==> config.mk <==
export PLATFORM = sky130hd
export DESIGN_NAME = rri_front
export DESIGN_NICKNAME = d
export VERILOG_FILES = /design/src/rri_pkg.sv /design/src/rri_front.sv
export SDC_FILE = /design/constraint.sdc
export NUM_CORES = 1
export LEC_CHECK = 0
export ABC_CLOCK_PERIOD_IN_PS = 19700
export BUFFER_PORTS_ARGS = -buffer_cell sky130_fd_sc_hd__buf_4
export CAP_MARGIN = 40
export CORE_MARGIN = 5
export CORE_UTILIZATION = 25
export DETAILED_ROUTE_END_ITERATION = 8
export PLACE_DENSITY_LB_ADDON = 0.15
export SLEW_MARGIN = 40
export SYNTH_ARGS = -nofsm -noshare
export SYNTH_HDL_FRONTEND = slang
export SYNTH_SLANG_ARGS = --single-unit
export TNS_END_PERCENT = 50
==> constraint.sdc <==
create_clock -name clk -period 19.7 [get_ports clk]
set_input_delay 1.97 -clock clk [delete_from_list [all_inputs] [get_ports clk]]
set_output_delay 1.97 -clock clk [all_outputs]
set_load 0.01 [all_outputs]
==> src/rri_pkg.sv <==
// Shared constants, types and codes for the ray versus rectangle intersection block.
`timescale 1ns / 1ps

package rri_pkg;

    // Fixed point format of all t values and coordinates
    localparam int FRAC_BITS = 16;

    // Divider geometry: numerators are 33 bits, divisors 32 bits
    localparam int NUM_W   = 33;
    localparam int DEN_W   = 32;
    localparam int DVD_W   = NUM_W + FRAC_BITS;
    localparam int REM_W   = DEN_W + 2;
    localparam int DIV_LAT = DVD_W + 1;
    localparam int NDIV    = 4;

    localparam logic signed [31:0] T_MIN   = 32'sh8000_0000;
    localparam logic signed [31:0] T_MAX   = 32'sh7fff_ffff;
    localparam logic signed [31:0] NEG_ONE = -(32'sd1 << FRAC_BITS);

    // Configuration register indexes
    localparam logic [1:0] CFG_MIN_X = 2'd0;
    localparam logic [1:0] CFG_MIN_Y = 2'd1;
    localparam logic [1:0] CFG_MAX_X = 2'd2;
    localparam logic [1:0] CFG_MAX_Y = 2'd3;

    typedef enum logic [1:0] {
        MODE_PLANE,
        MODE_MISS,
        MODE_SLAB
    } mode_t;

    typedef struct packed {
        logic signed [31:0] min_x;
        logic signed [31:0] min_y;
        logic signed [31:0] max_x;
        logic signed [31:0] max_y;
    } rect_t;

    // Per-ray data that travels beside the dividers
    typedef struct packed {
        mode_t              mode;
        logic signed [31:0] ox;
        logic signed [31:0] oy;
        logic signed [31:0] dx;
        logic signed [31:0] dy;
        logic               x_zero;
        logic               y_zero;
        logic               x_in;
        logic               y_in;
    } side_t;

    // Classified word handed from the front to the back
    typedef struct packed {
        side_t                          side;
        logic [NDIV-1:0][NUM_W-1:0]     num;
        logic [NDIV-1:0][DEN_W-1:0]     den;
    } work_t;

endpackage

==> src/rri_front.sv <==
// Front end: accepts rays, classifies them and forms the divider operands.
`timescale 1ns / 1ps

module rri_front import rri_pkg::*;
(
    input  logic               clk,
    input  logic               rst_n,
    input  logic               in_valid,
    output logic               in_stall,
    input  logic signed [31:0] origin_x,
    input  logic signed [31:0] origin_y,
    input  logic signed [31:0] origin_z,
    input  logic signed [31:0] dir_x,
    input  logic signed [31:0] dir_y,
    input  logic signed [31:0] dir_z,
    input  rect_t              rect,
    input  logic               q_full,
    output logic               q_push,
    output work_t              q_din
);

    logic  vld_reg;
    work_t work_reg;
    work_t work_next;
    logic  take;

    logic signed [NUM_W-1:0] ox_w, oy_w, oz_w;
    logic signed [NUM_W-1:0] mnx_w, mxx_w, mny_w, mxy_w;

    // Hold the word while the queue is full
    assign in_stall = vld_reg && q_full;
    assign take     = in_valid && !in_stall;
    assign q_push   = vld_reg && !q_full;
    assign q_din    = work_reg;

    // Classify the ray and build the slab or plane operands
    always_comb
    begin
        ox_w  = NUM_W'(origin_x);
        oy_w  = NUM_W'(origin_y);
        oz_w  = NUM_W'(origin_z);
        mnx_w = NUM_W'(rect.min_x);
        mxx_w = NUM_W'(rect.max_x);
        mny_w = NUM_W'(rect.min_y);
        mxy_w = NUM_W'(rect.max_y);

        work_next.side.ox     = origin_x;
        work_next.side.oy     = origin_y;
        work_next.side.dx     = dir_x;
        work_next.side.dy     = dir_y;
        work_next.side.x_zero = (dir_x == 32'sd0);
        work_next.side.y_zero = (dir_y == 32'sd0);
        work_next.side.x_in   = (rect.min_x <= origin_x) && (origin_x <= rect.max_x);
        work_next.side.y_in   = (rect.min_y <= origin_y) && (origin_y <= rect.max_y);

        // Negative direction swaps which bound gives the entry
        if (dir_x[31])
        begin
            work_next.num[0] = mxx_w - ox_w;
            work_next.num[1] = mnx_w - ox_w;
        end
        else
        begin
            work_next.num[0] = mnx_w - ox_w;
            work_next.num[1] = mxx_w - ox_w;
        end
        if (dir_y[31])
        begin
            work_next.num[2] = mxy_w - oy_w;
            work_next.num[3] = mny_w - oy_w;
        end
        else
        begin
            work_next.num[2] = mny_w - oy_w;
            work_next.num[3] = mxy_w - oy_w;
        end
        // Keep the dividers fed with a nonzero divisor on axis-parallel rays
        work_next.den[0] = (dir_x == 32'sd0) ? 32'sd1 : dir_x;
        work_next.den[1] = (dir_x == 32'sd0) ? 32'sd1 : dir_x;
        work_next.den[2] = (dir_y == 32'sd0) ? 32'sd1 : dir_y;
        work_next.den[3] = (dir_y == 32'sd0) ? 32'sd1 : dir_y;

        if (dir_z != 32'sd0)
        begin
            work_next.side.mode = MODE_PLANE;
            work_next.num[0]    = -oz_w;
            work_next.den[0]    = dir_z;
        end
        else if (origin_z != 32'sd0)
        begin
            work_next.side.mode = MODE_MISS;
        end
        else
        begin
            work_next.side.mode = MODE_SLAB;
        end
    end

    always_ff @(posedge clk or negedge rst_n)
    begin
        if (!rst_n)
        begin
            vld_reg <= 1'b0;
        end
        else if (take)
        begin
            vld_reg <= 1'b1;
        end
        else if (q_push)
        begin
            vld_reg <= 1'b0;
        end
    end

    always_ff @(posedge clk)
    begin
        if (take)
        begin
            work_reg <= work_next;
        end
    end

endmodule

==> results.ini, run 1 <==
[outcome]
outcome=finished, final reports clean

[setup_path]
slowest_delay_ns=0.60
crit_slowest_cell=o311ai_0
crit_required_ns=20.02
path_buf_inv=2
worstPathArrival_ns=5.46
critical_path.max_fanout=7
cp_top_family=compound AO/OA/AOI/OAI gates
endpoint_kind=flop
startpoint_type=input port
crit_type=in -> reg
crit_chain=buf_4 > inv_1 > ha_1 > a211oi_1 > nor2_1 > o311a_1 > o311ai_0 > o21ai_0 > a31oi_1 > nor3_1 > or3_1 > xnor2_1 > mux2_2

[sta]
max_freq_mhz=195
timing.setup.tns_ns=0
period_minus_slack_ns=5.13
worstMarginPinSlew_ns=0.837
finalHoldViolCount=0
rsz0062_at_grt=no
maxSlewViolCount=0
fin_skew_ns=0.0249
relSlewSlack_pct=43.7
timing.final.crit_share_pct=26.1
whs_ns=0.712
setup_viol=0

[cts]
numCtsBuffers=47
clock-sinks=363
clkLatencyLatePin_ns=0.59
cts_root_buffer=clkbuf_16
cts_setup_buffers=0
cts_resized=0
cts_hold_buffers=0
clkTransAtPathRegs_ns=0.06
cts_tree=done
htree_levels=2
cts_max_path_buffers=3

[die]
core_area_mm2=0.0833
dieWidth_um=299
pin_count=720
row_count=106
start_util_pct=25.1
die-area_mm2=0.0895
die_h_um=299

[global_routing]
antenna_found_initial=11
grt_pass1_vias=17600
grt_max_degree=100
grt-ovfl-total=0
groute.usage.overall_pct=17.7
grt_pass1_wl_mm=119

[route]
drc=0
viasPerCell=4.78
ant_nets=0
drt_iter0_markers=1207
vias=17400
avgRoutedWirePerCell_um=23.1
wirelength_mm=84.0
drt_pass1_iterations=7

[place]
dp_hpwl_mm=68.6
gp_congestion=0.912
port_buffers=719

[synth]
ys_top_cells_by_area=edfxtp_1 52%, ha_1 7.8%, xnor2_1 3.7%, a21o_1 3.6%, a21oi_1 3.3%
synthArstFlopShare_pct=0.275
synth_edf_count=362
yosysTopAreaCell=edfxtp_1
synth-seq-cells=363
yosys_most_used_dff=edfxtp_1
yosysWarnings=0
post-synth-top-area-fraction_pct=52.0
syn-num-nets=2342
synth.distinct_cells=64
avgSynthCellArea_um2=11.1
ys_seq_area_share_pct=52.1
synth.cell_area_mm2=0.0209
yosysMostFrequentCell=edfxtp_1
syn_inst=1883
ys_top_cells_by_count=362 x edfxtp_1, 164 x nand2_1, 136 x a21oi_1

[final_layout]
num-nets-final=2975
nFillCells=8463
drive_gt1_share_pct=33.8
largest_reg_flops=362
final_util_pct=34.5
area_growth_pct=37.6

[power]
total_power_mw=2.41
power.leakage_nw=12.4
ir_worst_vdd_mv=0.0596
powerDensity_mw_per_mm2=83.8

[min_path]
min_path_type=reg -> reg

[run]
drv_cap=0

==> layout by cell type (no fill, tap or decap), types with 6 or more instances in the layout <==
cell type	count
a31oi_1	20
o211ai_1	15
clkinv_1	10
diode_2	6
o21ai_0	79
xor2_1	55
a21o_1	99
or3_1	6
and2_1	7
ha_1	131
clkbuf_1	10
o21bai_1	18
nor2b_1	18
mux2i_1	29
nand4_1	36
nor4_1	37
xnor2_1	88
o21a_1	14
a211oi_1	11
or2_2	6
edfxtp_1	362
a21oi_1	136
bufinv_16	8
nor2_1	92
and3_1	15
nand2_1	164
buf_4	729
inv_1	100
nor3_1	31
a221o_1	9
nand2b_1	16
mux2_2	47
clkbuf_16	47
nand3_1	23
clkinv_2	6
==> cells by family (layout without fill, tap and decap cells) <==
kind of cell,after synthesis,after routing,share of synthesized area [%]
and+or+nand+nor,461,461,10.5
AOI/OAI and AO/OA,455,455,14.2
DFF,363,363,52.1
xor gates and xnor gates,143,143,5.99
adders and majority gates,135,135,8.23
buffers and inverters,250,921,5.07
other,0,6,0
muxes,76,76,3.92
==> metrics by stage <==
step | std cells | worst slack [ns] | cell area (µm²)
floorplan | 1883 | 0.498 | 20900
global placement | 3546 | 13.99 | 27100
detailed placement | 3547 | 14.01 | 27100
CTS | 3634 | 14.63 | 28700
global route | 3640 | 14.50 | 28800
finish | 3640 | 14.57 | 28800
==> final timing paths <==
| kind | from | to | slack, ns | cells after the start |
|---|---|---|---|---|
| max | origin_y[8] | q_din[258] | 14.57 | 13 |
| min | vld_reg | vld_reg | 0.71 | 2 |
| max reg2reg | vld_reg | q_din[371] | 16.16 | 6 |
| min reg2reg | vld_reg | vld_reg | 0.71 | 2 |
| max in group asynchronous | rst_n | vld_reg | 18.47 | 1 |
| min in group asynchronous | rst_n | vld_reg | 1.15 | 1 |
==> tightest hold or removal path, stage by stage (launching register included) <==
cell and delay, ns:
dfrtp_1 0.35, and2_1 0.20, or2_2 0.13
==> routing by layer <==
| metal | part of all wire [%] | vias up | routed length, µm | GRT usage [%] |
|---|---|---|---|---|
| li1 | - | 8182 | - | - |
| met1 | 39 | 8387 | 33100 | 20.8 |
| met2 | 49 | 708 | 41400 | 31.1 |
| met3 | 8.8 | 101 | 7360 | 5.61 |
| met4 | 2.5 | 10 | 2090 | 4.82 |
| met5 | 0.096 | - | 81 | 0 |
==> final cells by class <==
class                           count  area (µm²)  share of cell area (%)
Multi-Input combinational cell   1270        8960                    31.2
Clock buffer                       57        1210                    4.22
Sequential cell                   363       10900                    37.9
Timing Repair Buffer              732        5530                    19.2
Clock inverter                     30         408                    1.42
Inverter                          102         383                    1.33
Antenna cell                        6        15.0                  0.0522
Tap cell                         1080        1350                    4.70
==> power breakdown <==
group	switching (mW)	internal [mW]
registers	0.0216	0.927
clock network	0.353	0.547
logic	0.314	0.247
total	0.690	1.72
(Power assumes the default switching activity.)
==> inputs of run 2 (changes only) <==
ABC_CLOCK_PERIOD_IN_PS = 4900   (was 19700)
clock period = 4.9 ns   (was 19.7 ns; I/O delays follow)
==> run 2 against run 1 <==
- utilization is 0.083 points lower
- worst hold slack got worse by 0.62 ns
- critical path type unchanged
- die area unchanged
- cell area fell by 0.24%
- highest routed layer unchanged
- non-clock buffer count is 7 higher
- sequential power rose to 4.0 times the previous value
- sequential share of layout area is 0.091 points higher
- combinational power grew to 4.1 times the previous value
==> results.ini, run 2 (synthesis gave the netlist of run 1 again) <==
[outcome]
outcome=finished, final reports clean

[global_routing]
antenna_found_initial=5  ; -6
groute.usage.overall_pct=17.6  ; -0.054 points
grt_pass1_wl_mm=120  ; +0.33%
grt-ovfl-total=0  ; unchanged
grt_max_degree=129  ; +29%
grt_pass1_vias=17500  ; -0.34%

[die]
pin_count=720  ; unchanged
row_count=106  ; unchanged
dieWidth_um=299  ; unchanged
start_util_pct=25.1  ; unchanged
die-area_mm2=0.0895  ; unchanged
die_h_um=299  ; unchanged
core_area_mm2=0.0833  ; unchanged

[setup_path]
endpoint_kind=flop
crit_chain=buf_4 > inv_1 > ha_1 > a211oi_1 > nor2_1 > o311a_1 > o311ai_0 > o21ai_0 > a31oi_1 > nor3_1 > or3_1 > xnor2_1 > mux2_2
slowest_delay_ns=0.52  ; -0.08 ns
startpoint_type=input port
crit_type=in -> reg
cp_top_family=compound AO/OA/AOI/OAI gates
critical_path.max_fanout=7  ; unchanged
crit_slowest_cell=o311ai_0
crit_required_ns=5.22  ; -14.80 ns
path_buf_inv=2  ; unchanged
r2r_start=vld_reg
worstPathArrival_ns=3.93  ; -1.53 ns
crit_start=origin_y[8]

[final_layout]
final_util_pct=34.4  ; -0.083 points
num-nets-final=2981  ; +0.20%
final_common_cell=buf_4
multi_input_area_mm2=0.00896  ; about the same
final_cells=3640  ; unchanged
largest_reg_flops=362  ; unchanged
nFillCells=8455  ; -0.095%
layout_common_cells=733 x buf_4, 362 x edfxtp_1, 164 x nand2_1
drive_gt1_share_pct=33.9  ; +0.12 points
regArea_mm2=0.0109  ; unchanged
area_growth_pct=37.3

[power]
power.leakage_nw=12.3  ; -0.22%
ir_worst_vdd_mv=0.244  ; +310%
total_power_mw=9.42  ; +290%
powerDensity_mw_per_mm2=328  ; +290%

[place]
dp_hpwl_mm=68.8  ; +0.30%
port_buffers=719  ; unchanged
place_inst=3553  ; +0.17%
gp_congestion=0.883  ; -3.2%

[sta]
period_minus_slack_ns=3.61
finalHoldViolCount=0  ; unchanged
relSlewSlack_pct=42.7  ; -0.95 points
fin_skew_ns=0.0174  ; -0.00749 ns
max_freq_mhz=277
worstMarginPinSlew_ns=0.859  ; +0.0220 ns
timing.final.crit_share_pct=73.6
maxSlewViolCount=0  ; unchanged
whs_ns=0.0921  ; -0.620 ns
rsz0062_at_grt=no
setup_viol=0  ; unchanged

[route]
viasPerCell=4.77  ; -0.17%
ant_nets=0  ; unchanged
vias=17400  ; -0.17%
wl_met3_mm=6.57  ; -11%
drt_pass1_iterations=5  ; -2
drt-met1-wl_mm=34.2  ; +3.4%
wirelength_mm=83.8  ; -0.24%
avgRoutedWirePerCell_um=23.0  ; -0.24%
drc=0  ; unchanged
drt_iter0_markers=1025  ; -15%
top_layer_used=met5
dr_wl_met2_mm=41.5  ; +0.25%

[run]
drv_cap=0  ; unchanged

[min_path]
min-delay-start=origin_y[12]
min_path_type=in -> reg

[cts]
htree_levels=2  ; unchanged
cts_setup_buffers=0  ; unchanged
cts_tree=done
clock-sinks=363  ; unchanged
cts_max_path_buffers=3  ; unchanged
clkLatencyLatePin_ns=0.59  ; about the same
cts_resized=0  ; unchanged
numCtsBuffers=46  ; -2.1%
clkTransAtPathRegs_ns=0.06  ; about the same
cts_root_buffer=clkbuf_16

run 2: cell count changes in the layout (fill, tap and decap cells not counted), sizes merged:
cell and delta:
diode -3, inv +1, dlygate4sd3 +1, clkbuf -1, buf +6, bufinv -4
run 2: metrics by stage:
step | area [µm²] | worst slack [ns] | setup TNS [ns]
2_1_floorplan | 20900 | -1.53 | -554.21
3_3_place_gp | 27200 | 0.792 | 0
3_5_place_dp | 27200 | 0.741 | 0
4_1_cts | 28700 | 1.32 | 0
5_1_grt | 28700 | 1.00 | 0
6_report | 28700 | 1.29 | 0
run 2: power by group:
group | internal [mW] | switching (mW) | leakage [nW]
clock | 1.95 | 1.38 | 0.711
sequential | 3.73 | 0.0835 | 3.46
combinational | 0.999 | 1.28 | 8.17
total | 6.67 | 2.74 | 12.3
run 2: worst paths after layout:
check                           cells after the start          to  slack [ns]
worst max-delay path                               13  q_din[258]        1.29
worst min-delay path                                1  q_din[340]        0.09
worst max register to register                      4  q_din[134]        2.69
worst min register to register                      2     vld_reg        0.63
max in group asynchronous                           2     vld_reg        4.58
min in group asynchronous                           2     vld_reg        0.24
run 2: layer usage:
layer | GRT usage [%] | up-vias
met5 | 0 | -
met4 | 3.64 | 2
met3 | 4.91 | 79
met2 | 30.8 | 661
met1 | 21.8 | 8435
li1 | - | 8182
run 2: worst register-to-register path: stages, from the launching register on:
cell and delay, ns:
dfrtp_1 0.37, and2_4 0.15, nor2b_4 0.51, buf_12 0.37, buf_12 0.36
run 2: what timing repair did:
item | 4_1_cts | 5_1_grt
hold buffers | 1 | 0
endpoints found under the setup margin | 0 | 0
hold endpoints to repair | 1 | 0
run 2: final cells by class:
class	count	area share (%)
flip-flops and latches	363	38.0
multi-input cells	1270	31.2
repair buffers	739	19.6
well taps	1080	4.71
clock buffers	56	4.14
inverters	102	1.33
clock inverters	27	1.00
diodes	3	0.0262
