==> src/rri_pkg.sv <==
// Shared constants, types and codes for the ray versus rectangle intersection block.
`timescale 1ns / 1ps

package rri_pkg;

    // Fixed point format of all t values and coordinates
    localparam int FRAC_BITS = 16;

    // Divider geometry: numerators are 33 bits, divisors 32 bits
    localparam int NUM_W   = 33;
    localparam int DEN_W   = 32;
    localparam int DVD_W   = NUM_W + FRAC_BITS;
    localparam int REM_W   = DEN_W + 2;
    localparam int DIV_LAT = DVD_W + 1;
    localparam int NDIV    = 4;

    localparam logic signed [31:0] T_MIN   = 32'sh8000_0000;
    localparam logic signed [31:0] T_MAX   = 32'sh7fff_ffff;
    localparam logic signed [31:0] NEG_ONE = -(32'sd1 << FRAC_BITS);

    // Configuration register indexes
    localparam logic [1:0] CFG_MIN_X = 2'd0;
    localparam logic [1:0] CFG_MIN_Y = 2'd1;
    localparam logic [1:0] CFG_MAX_X = 2'd2;
    localparam logic [1:0] CFG_MAX_Y = 2'd3;

    typedef enum logic [1:0] {
        MODE_PLANE,
        MODE_MISS,
        MODE_SLAB
    } mode_t;

    typedef struct packed {
        logic signed [31:0] min_x;
        logic signed [31:0] min_y;
        logic signed [31:0] max_x;
        logic signed [31:0] max_y;
    } rect_t;

    // Per-ray data that travels beside the dividers
    typedef struct packed {
        mode_t              mode;
        logic signed [31:0] ox;
        logic signed [31:0] oy;
        logic signed [31:0] dx;
        logic signed [31:0] dy;
        logic               x_zero;
        logic               y_zero;
        logic               x_in;
        logic               y_in;
    } side_t;

    // Classified word handed from the front to the back
    typedef struct packed {
        side_t                          side;
        logic [NDIV-1:0][NUM_W-1:0]     num;
        logic [NDIV-1:0][DEN_W-1:0]     den;
    } work_t;

endpackage

==> src/rri_queue.sv <==
// Two-entry queue between the front end and the back end.
`timescale 1ns / 1ps

module rri_queue import rri_pkg::*;
(
    input  logic  clk,
    input  logic  rst_n,
    input  logic  push,
    input  work_t din,
    input  logic  pop,
    output work_t dout,
    output logic  full,
    output logic  empty
);

    work_t      mem [2];
    logic       wr_ptr_reg;
    logic       rd_ptr_reg;
    logic [1:0] count_reg;

    assign full  = (count_reg == 2'd2);
    assign empty = (count_reg == 2'd0);
    assign dout  = mem[rd_ptr_reg];

    // Advance pointers and occupancy
    always_ff @(posedge clk or negedge rst_n)
    begin
        if (!rst_n)
        begin
            wr_ptr_reg <= 1'b0;
            rd_ptr_reg <= 1'b0;
            count_reg  <= 2'd0;
        end
        else
        begin
            if (push)
            begin
                wr_ptr_reg <= !wr_ptr_reg;
            end
            if (pop)
            begin
                rd_ptr_reg <= !rd_ptr_reg;
            end
            if (push && !pop)
            begin
                count_reg <= count_reg + 2'd1;
            end
            else if (pop && !push)
            begin
                count_reg <= count_reg - 2'd1;
            end
        end
    end

    always_ff @(posedge clk)
    begin
        if (push)
        begin
            mem[wr_ptr_reg] <= din;
        end
    end

endmodule

==> config.mk <==
export PLATFORM = sky130hd
export DESIGN_NAME = rri_queue
export DESIGN_NICKNAME = d
export VERILOG_FILES = /design/src/rri_pkg.sv /design/src/rri_queue.sv
export SDC_FILE = /design/constraint.sdc
export NUM_CORES = 1
export LEC_CHECK = 0
export ABC_AREA = 1
export BUFFER_PORTS_ARGS = -buffer_cell sky130_fd_sc_hd__buf_2
export CAP_MARGIN = 25
export CORE_AREA = 2 2 305 307
export CTS_CLUSTER_DIAMETER = 30
export CTS_CLUSTER_SIZE = 20
export DETAILED_ROUTE_END_ITERATION = 6
export DIE_AREA = 0 0 307 309
export MAX_ROUTING_LAYER = met4
export PLACE_DENSITY = 0.59
export RECOVER_POWER = 50
export SLEW_MARGIN = 20
export SYNTH_ARGS = -nofsm -noshare
export SYNTH_HDL_FRONTEND = slang
export SYNTH_SLANG_ARGS = --single-unit
==> constraint.sdc <==
create_clock -name clk -period 18.1 [get_ports clk]
set_input_delay 3.62 -clock clk [delete_from_list [all_inputs] [get_ports clk]]
set_output_delay 3.62 -clock clk [all_outputs]
set_load 0.03 [all_outputs]
==> results of run 1 <==
==> synthesized netlist by cell type (all sizes together) <==
cell / n / area (sq um)
nor2: 3 / 11.3
mux2: 394 / 4440
nand3: 1 / 5.00
nand2: 5 / 18.8
nand4: 1 / 6.26
buf: 44 / 470
inv: 7 / 26.3
xor2: 2 / 17.5
dfrtp: 4 / 100
edfxtp: 788 / 23700
ha: 1 / 12.5
xnor2: 1 / 8.76
==> critical path, delay by kind of cell <==
| kind | cells | cell delay [ns] |
|---|---|---|
| AND/OR/NAND/NOR | 1 | 0.10 |
| buffers and inverters | 4 | 6.72 |
==> layout make-up <==
| cell class | count | share of cell area |
|---|---|---|
| antenna | 16 | 0.00103 |
| sequential | 792 | 0.610 |
| inverter | 7 | 0.000707 |
| multi-input combinational | 408 | 0.116 |
| clock inverter | 100 | 0.0269 |
| tap | 1186 | 0.0381 |
| clock buffer | 186 | 0.109 |
| timing repair buffer | 804 | 0.0986 |
==> logic make-up (layout without fill, tap and decap cells) <==
kind of cell / Yosys count / after routing
DFF: 792 / 792
muxes: 394 / 394
buffers and inverters: 51 / 1097
and+or+nand+nor: 10 / 10
xor gates and xnor gates: 3 / 3
adders and majority gates: 1 / 1
other: 0 / 16
==> how the worst max path moves through the flow <==
stage / startpoint / endpoint / slack, ns / depth (start not counted)
2_1_floorplan: push / mem[0][0]$_DFFE_PP_ / 3.72 / 2
3_3_place_gp: rd_ptr_reg$_DFFE_PN0P_ / dout[357] / 10.44 / 5
3_5_place_dp: rd_ptr_reg$_DFFE_PN0P_ / dout[356] / 10.28 / 5
4_1_cts: rd_ptr_reg$_DFFE_PN0P_ / dout[57] / 9.46 / 5
5_1_grt: push / mem[1][117]$_DFFE_PP_ / 6.99 / 5
6_report: push / mem[1][122]$_DFFE_PP_ / 7.84 / 5
==> metrics by stage <==
step / util / power (mW) / setup slack [ns]
after floorplan: - / 4.31 / 3.72
after global placement: 0.371 / 4.75 / 10.44
after detailed placement: 0.371 / 4.77 / 10.28
after CTS: 0.429 / 7.65 / 9.46
after global routing: 0.426 / 7.86 / 6.99
final: 0.426 / 7.56 / 7.84
==> per-layer routing <==
metal	vias to the layer above	GRT usage	share of wire
li1	6949	-	-
met1	7561	0.142	0.34
met2	692	0.253	0.52
met3	159	0.0717	0.10
met4	0	0.0741	0.035
met5	-	-	0
==> report_power, final <==
group	internal (mW)	total [mW]	switching, mW
Clock	1.90	2.83	0.925
Sequential	2.46	2.57	0.107
Combinational	0.696	2.16	1.47
==> reports/results.ini, run 1 <==
[outcome]
status=finished, violations left
violations=max-capacitance violations, max-slew violations

[cells_and_area]
seq_area_sq_um=23800
largest_register_ffs=788
drive_above_1_share=0.533
nets=2572
finalInstanceArea_sq_um=39000
mostFrequentLayoutCell=edfxtp_1
multiInputGateArea_sq_um=4520
fin_cells=3499
synthToLayoutAreaGrowth_pct=35.4
layout_common_cells=edfxtp_1, buf_2, mux2_2
nFillCells=8177

[detailed_routing]
drt-total-wl_um=71400
dr_total_vias=15400
drc_errors=0
dr.first_iter.drc_count=967
firstDrtPassIters=5
via_per_inst=4.39
routedWlPerCell_um=20.4
ant_nets=0

[min_path]
hold_depth=1
hold_class=reg -> reg
min_to=wr_ptr_reg$_DFFE_PN0P_
hold_start=wr_ptr_reg$_DFFE_PN0P_

[place]
port_buffers=793
place_congestion=0.840
place_area_sq_um=33900
hpwl_um=48300
dp.cells=3196

[setup_path]
r2r_setup_slack_ns=10.50
cp.required_ns=18.48
r2r_cells=4
r2r-end=mem[1][122]$_DFFE_PP_
cp_cell_sequence=clkbuf_1 > nand2_1 > clkinvlp_2 > buf_4 > buf_4
cp.arrival_ns=10.64
critPathMaxFanout=121
cp_slowest_cell=clkinvlp_2
reg2reg_from=wr_ptr_reg$_DFFE_PN0P_
cp_common_cell=buf_4
criticalPathCategory=in -> reg
cp-end-kind=flip-flop
cp-start-kind=input pin
cp_slowest_stage_delay_ns=4.12

[die]
die_x_um=307
die_area_sq_um=94900
fp.dieH_um=309
coreArea_sq_um=91400
floorplan.rows=111
ios=794
initial_core_util=0.315

[yosys]
synth.avg_cell_area_sq_um=23.0
yosys_register_bits=792
yosysWarnings=0
synth_top_family_by_area=multiplexers
synth_compound_area_frac=0
synth_xor_area_frac=0.000913
yosys.area_share.simple=0.00143
post_synth_mux_area_share=0.154
synth_fp_nets=1650
syn-cell-area_sq_um=28800
ys_seq_area_frac=0.826
synthAdderAreaFrac=0.000435
syn_inst=1251
ys_types=13

[cts]
cts_sinks=792
path_clk_slew_ns=0.04
post_cts_buffers=0
htree_levels=4
cts_buffers=160
cts_max_path_buffers=3
clk_latency_ns=0.73
cts_root_buf=clkbuf_16
cts_tree=built
cts_hold_buf=0
postCtsResizedCells=0

[grt]
overflow=0
grt_pass1_wl_um=101000
antenna_found_initial=16
grt_pass1_vias=16900
grt.total_usage=0.149
grt_max_degree=174

[sta]
hold_viol=0
relSlewSlack=-2.77
tightest_slew_ns=5.62
timing.fmax_mhz=97.5
rsz0062_at_grt=false
setup_total_negative_slack_ns=0
fin_crit_sh=0.567
whs_ns=0.508
fin_skew_ns=0.0240
report.final.slew_viol_count=122
period_needed_ns=10.26
setup_violations=0

[power_and_ir_drop]
peakVddDrop_uv=147
p_leak_nw=14.2
powerDensity_nw_per_um2=194

[flow_run]
cap_violations=1

Power figures use the tool's default switching activity.
==> inputs of run 2 (changes only) <==
- ABC_AREA: 1 -> 0
- clock period: 18.1 -> 9.2 ns (I/O delays scaled with it)
==> run 2 against run 1 <==
The run still ends with max-capacitance violations, max-slew violations left. Combinational power grew 99%. Critical path depth is 1 lower. Synthesized cell count fell by 0.72%. Global-route usage is 0.52 points lower.
==> reports/results.ini, run 2 <==
[detailed_routing]
dr.first_iter.drc_count=970
routedWlPerCell_um=19.7
firstDrtPassIters=5
via_per_inst=4.38
ant_nets=0
dr_total_vias=15300
drt-total-wl_um=69100
drc_errors=0

[yosys]
synth_commonest_cells=edfxtp_1, mux2_2, buf_6
synth_fp_nets=1641
synth_top_area_cell=edfxtp_1
yosys_register_bits=792
ys_types=12
syn_inst=1242
synth.avg_cell_area_sq_um=23.2
synth_edf_count=788
ys_seq_area_frac=0.826
synthArstFlopShare=0.00505
ys.flop_type=edfxtp_1
syn-cell-area_sq_um=28800
synth_top_area_share=0.823
yosysWarnings=0
synth.area.top_cells=edfxtp_1, mux2_2, buf_6
synth_most_common_cell=edfxtp_1

[sta]
whs_ns=0.482
setup_violations=0
fin_crit_sh=0.754
period_needed_ns=6.94
fin_skew_ns=0.0164
hold_viol=0
report.final.slew_viol_count=392
timing.fmax_mhz=144
tightest_slew_ns=4.25
setup_total_negative_slack_ns=0
finalWorstSetupSlack_ns=2.26
rsz0062_at_grt=false
relSlewSlack=-1.84

[cts]
cts_root_buf=clkbuf_16
clk_latency_ns=0.72
cts_hold_buf=0
path_clk_slew_ns=0.04
cts_max_path_buffers=3
postCtsResizedCells=0
cts_sinks=792
cts_tree=built
cts_buffers=160
htree_levels=4
post_cts_buffers=0

[flow_run]
cap_violations=6

[cells_and_area]
largest_register_ffs=788
mostFrequentLayoutCell=edfxtp_1
fin_util=0.426
synthToLayoutAreaGrowth_pct=35.2
nFillCells=8246
nets=2563
drive_above_1_share=0.535
seq_area_sq_um=23800
layout_common_cells=edfxtp_1, buf_2, mux2_2
multiInputGateArea_sq_um=4520

[setup_path]
criticalPathCategory=in -> reg
critPathMaxFanout=155
cp.arrival_ns=7.16
cp-start-kind=input pin
cp.required_ns=9.42
cp-end-kind=flip-flop

[grt]
antenna_found_initial=18
overflow=0
grt_pass1_vias=16700
grt.total_usage=0.144
grt_max_degree=164
grt_pass1_wl_um=99000

[place]
hpwl_um=46800
port_buffers=793
pre_cts_slack_ns=4.38
place_congestion=0.817

[die]
initial_core_util=0.315
floorplan.rows=111
die_x_um=307
ios=794
fp.dieH_um=309
coreArea_sq_um=91400
die_area_sq_um=94900

[power_and_ir_drop]
clock_power_share=0.370
internal-power_mw=9.83
powerDensity_nw_per_um2=380
p_seq_frac=0.340
swShare=0.335
comb_power_share=0.290
p_switching_mw=4.96
p_leak_nw=14.1
peakVddDrop_uv=264

[outcome]
status=finished, violations left
violations=max-capacitance violations, max-slew violations

[min_path]
hold_class=reg -> reg

[run 2: changes by cell type after synthesis, sizes merged, moves of 2 or more]
cell   previous run  this run
xor2              2         4
inv               7         1
nand2             5         0
nor2b             0         2
[run 2: cell families after synthesis]
family,count (synthesis),synth area share
xor+xnor,5,0.00152
fa+ha+maj,1,0.000435
buf+inv,45,0.0165
flops,792,0.826
mux,394,0.154
simple gates,5,0.000914
[run 2: per-layer routing]
layer	routed length, um	vias up	part of all wire	GRT usage
li1	-	6940	-	-
met1	23600	7548	0.34	0.136
met2	36300	685	0.53	0.247
met3	6990	149	0.10	0.0673
met4	2220	0	0.032	0.0700
met5	0	-	0	-
[run 2: worst paths after layout]
| path | from | endpoint | slack, ns | cells after the start |
|---|---|---|---|---|
| worst max register to register | wr_ptr_reg$_DFFE_PN0P_ | mem[0][275]$_DFFE_PP_ | 3.20 | 3 |
| max in group asynchronous | rst_n | count_reg[0]$_DFFE_PN0P_ | 8.04 | 1 |
| worst min register to register | wr_ptr_reg$_DFFE_PN0P_ | wr_ptr_reg$_DFFE_PN0P_ | 0.48 | 1 |
| worst min-delay path | wr_ptr_reg$_DFFE_PN0P_ | wr_ptr_reg$_DFFE_PN0P_ | 0.48 | 1 |
| min in group asynchronous | rst_n | rd_ptr_reg$_DFFE_PN0P_ | 0.96 | 1 |
| worst max-delay path | push | mem[0][275]$_DFFE_PP_ | 2.26 | 4 |
[run 2: power by group through the flow]
stage	clock (mW)	sequential, mW	combinational [mW]
final	5.47	5.03	4.29
after global routing	5.76	5.10	4.51
after CTS	5.58	5.01	4.37
after detailed placement	0	5.07	4.34
after global placement	0	5.03	4.33
after floorplan	0	5.10	3.23
[run 2: stage by stage]
step                power (mW)  cell area, sq um  cells
floorplan                 8.33             28800   1242
global placement          9.36             33900   3188
detailed placement        9.41             33900   3188
CTS                       15.0             39200   3480
global route              15.4             38900   3498
finish                    14.8             38900   3499
[run 2: area by class of cell]
| class | count | share of cell area |
|---|---|---|
| clock inverters | 117 | 0.0288 |
| multi-input cells | 405 | 0.116 |
| inverters | 1 | 0.0000965 |
| diodes | 19 | 0.00122 |
| clock buffers | 175 | 0.106 |
| well taps | 1186 | 0.0382 |
| repair buffers | 804 | 0.0984 |
| flip-flops and latches | 792 | 0.611 |
[run 2: worst max-delay path, stage by stage]
cell and delay (ns):
clkbuf_1 0.15, nor2b_1 0.15, clkbuf_1 1.63, clkbuf_2 3.01
==> inputs of run 3 (changes only) <==
- clock period: 9.2 -> 6.37 ns (I/O delays scaled with it)
==> run 3 against run 2 <==
The run still ends with max-capacitance violations, max-slew violations left. Via count increased by 0.39%. Power increased by 48%. Global-route usage increased by 0.23 points. Wire length increased by 1.5%. Register-to-register slack got worse by 0.78 ns. Setup slack got worse by 0.19 ns. Hold slack got worse by 0.11 ns. Count of clock-buffer cells in the layout increased by 4. Highest routed layer unchanged. Critical path type unchanged. Combinational power increased by 46%.
==> reports/results.ini, run 3 (synthesized netlist as in run 2, its figures left out) <==
[die]
die_x_um=307
ios=794
initial_core_util=0.315
coreArea_sq_um=91400
fp.dieH_um=309
die_area_sq_um=94900
floorplan.rows=111

[outcome]
status=finished, violations left
violations=max-capacitance violations, max-slew violations

[grt]
antenna_found_initial=17
grt_pass1_vias=16700
grtUsageMet3=0.0650
overflow=0
grt_pass1_wl_um=100000
grt.total_usage=0.146
grt_max_degree=141
use_met2=0.250
grt.met1_usage=0.143
grt.busiest_layer=met2

[detailed_routing]
drc_errors=0
drt-total-wl_um=70100
routedWlPerCell_um=20.0
firstDrtPassIters=4
ant_nets=0
via_per_inst=4.38
dr.first_iter.drc_count=880
dr_total_vias=15400

[setup_path]
cp_common_cell=buf_12
path_buf_inv=3
cp_slowest_cell=and2_0
r2r_setup_slack_ns=2.42
criticalPathCategory=in -> reg
cp_num_cells=4
r2r-end=mem[1][193]$_DFFE_PP_
cp-end-kind=flip-flop
cp.arrival_ns=4.65
r2r_cells=3
reg2reg_from=wr_ptr_reg$_DFFE_PN0P_
critPathMaxFanout=56
cp_slowest_stage_delay_ns=2.40
cp_cell_sequence=clkbuf_1 > and2_0 > buf_12 > buf_12
cp-start-kind=input pin
cp.required_ns=6.72
cp_top_family=simple AND/OR/NAND/NOR gates

[sta]
setup_violations=0
period_needed_ns=4.30
fin_skew_ns=0.0389
report.final.slew_viol_count=62
timing.fmax_mhz=233
tightest_slew_ns=3.31
hold_viol=0
finalWorstSetupSlack_ns=2.07
rsz0062_at_grt=false
relSlewSlack=-1.21
fin_crit_sh=0.675
setup_total_negative_slack_ns=0

[cts]
cts_hold_buf=0
cts_buffers=161
cts_max_path_buffers=3
htree_levels=4
path_clk_slew_ns=0.05
cts_root_buf=clkbuf_16
cts_sinks=792
cts_tree=built
post_cts_buffers=0
postCtsResizedCells=0
clk_latency_ns=0.72

[place]
hpwl_um=47900
pre_cts_slack_ns=2.83
port_buffers=793
place_congestion=0.804
place_area_sq_um=34100

[cells_and_area]
finalInstanceArea_sq_um=39400
drive_above_1_share=0.546
nets=2582
synthToLayoutAreaGrowth_pct=36.9
fin_util=0.431
largest_register_ffs=788
mostFrequentLayoutCell=edfxtp_1
layout_common_cells=edfxtp_1, buf_2, mux2_2

[power_and_ir_drop]
p_leak_nw=14.4
peakVddDrop_uv=332
totalPowerFinal_mw=21.8
powerDensity_nw_per_um2=555

[flow_run]
cap_violations=2

[min_path]
hold_class=in -> async

run 3: cell types whose count changed in the layout (fill, tap and decap cells not counted), moves of 8 or more:
cell / before / now
buf_4: 2 / 13
clkinv_1: 29 / 21
buf_2: 575 / 592
bufinv_16: 13 / 25
run 3: worst max-delay path by stage:
stage                                 from                     to  slack [ns]
finish                                push  mem[1][193]$_DFFE_PP_        2.07
global route                          push  mem[1][193]$_DFFE_PP_        1.77
CTS                 rd_ptr_reg$_DFFE_PN0P_              dout[345]        1.98
detailed placement  rd_ptr_reg$_DFFE_PN0P_              dout[345]        2.83
global placement    rd_ptr_reg$_DFFE_PN0P_              dout[320]        2.84
floorplan                             push    mem[0][0]$_DFFE_PP_       -1.22
run 3: layout make-up:
cell class              instances  area, sq um
fillers                      8195        52000
well taps                    1186         1480
clock buffers                 179         4120
flip-flops and latches        792        23800
multi-input cells             405         4520
diodes                         18         45.0
clock inverters               110         1400
repair buffers                822         4020
inverters                       1         3.75
run 3: metrics by stage:
stage | cells | hold WS [ns]
after global routing | 3512 | 0.337
after global placement | 3206 | 0.474
after floorplan | 1242 | 0.456
final | 3513 | 0.371
after CTS | 3495 | 0.267
after detailed placement | 3206 | 0.473
run 3: report_power, final:
| part | total (mW) | switching (mW) | leakage (nW) | internal [mW] |
|---|---|---|---|---|
| logic | 6.26 | 4.22 | 4.31 | 2.03 |
| clock network | 8.36 | 2.70 | 2.65 | 5.66 |
| registers | 7.21 | 0.278 | 7.44 | 6.94 |
| total | 21.8 | 7.20 | 14.4 | 14.6 |
run 3: per-layer routing:
metal	vias up	wire length, um
met3	129	6970
met5	-	0
met1	7609	24400
li1	6974	-
met2	670	36800
met4	0	1920
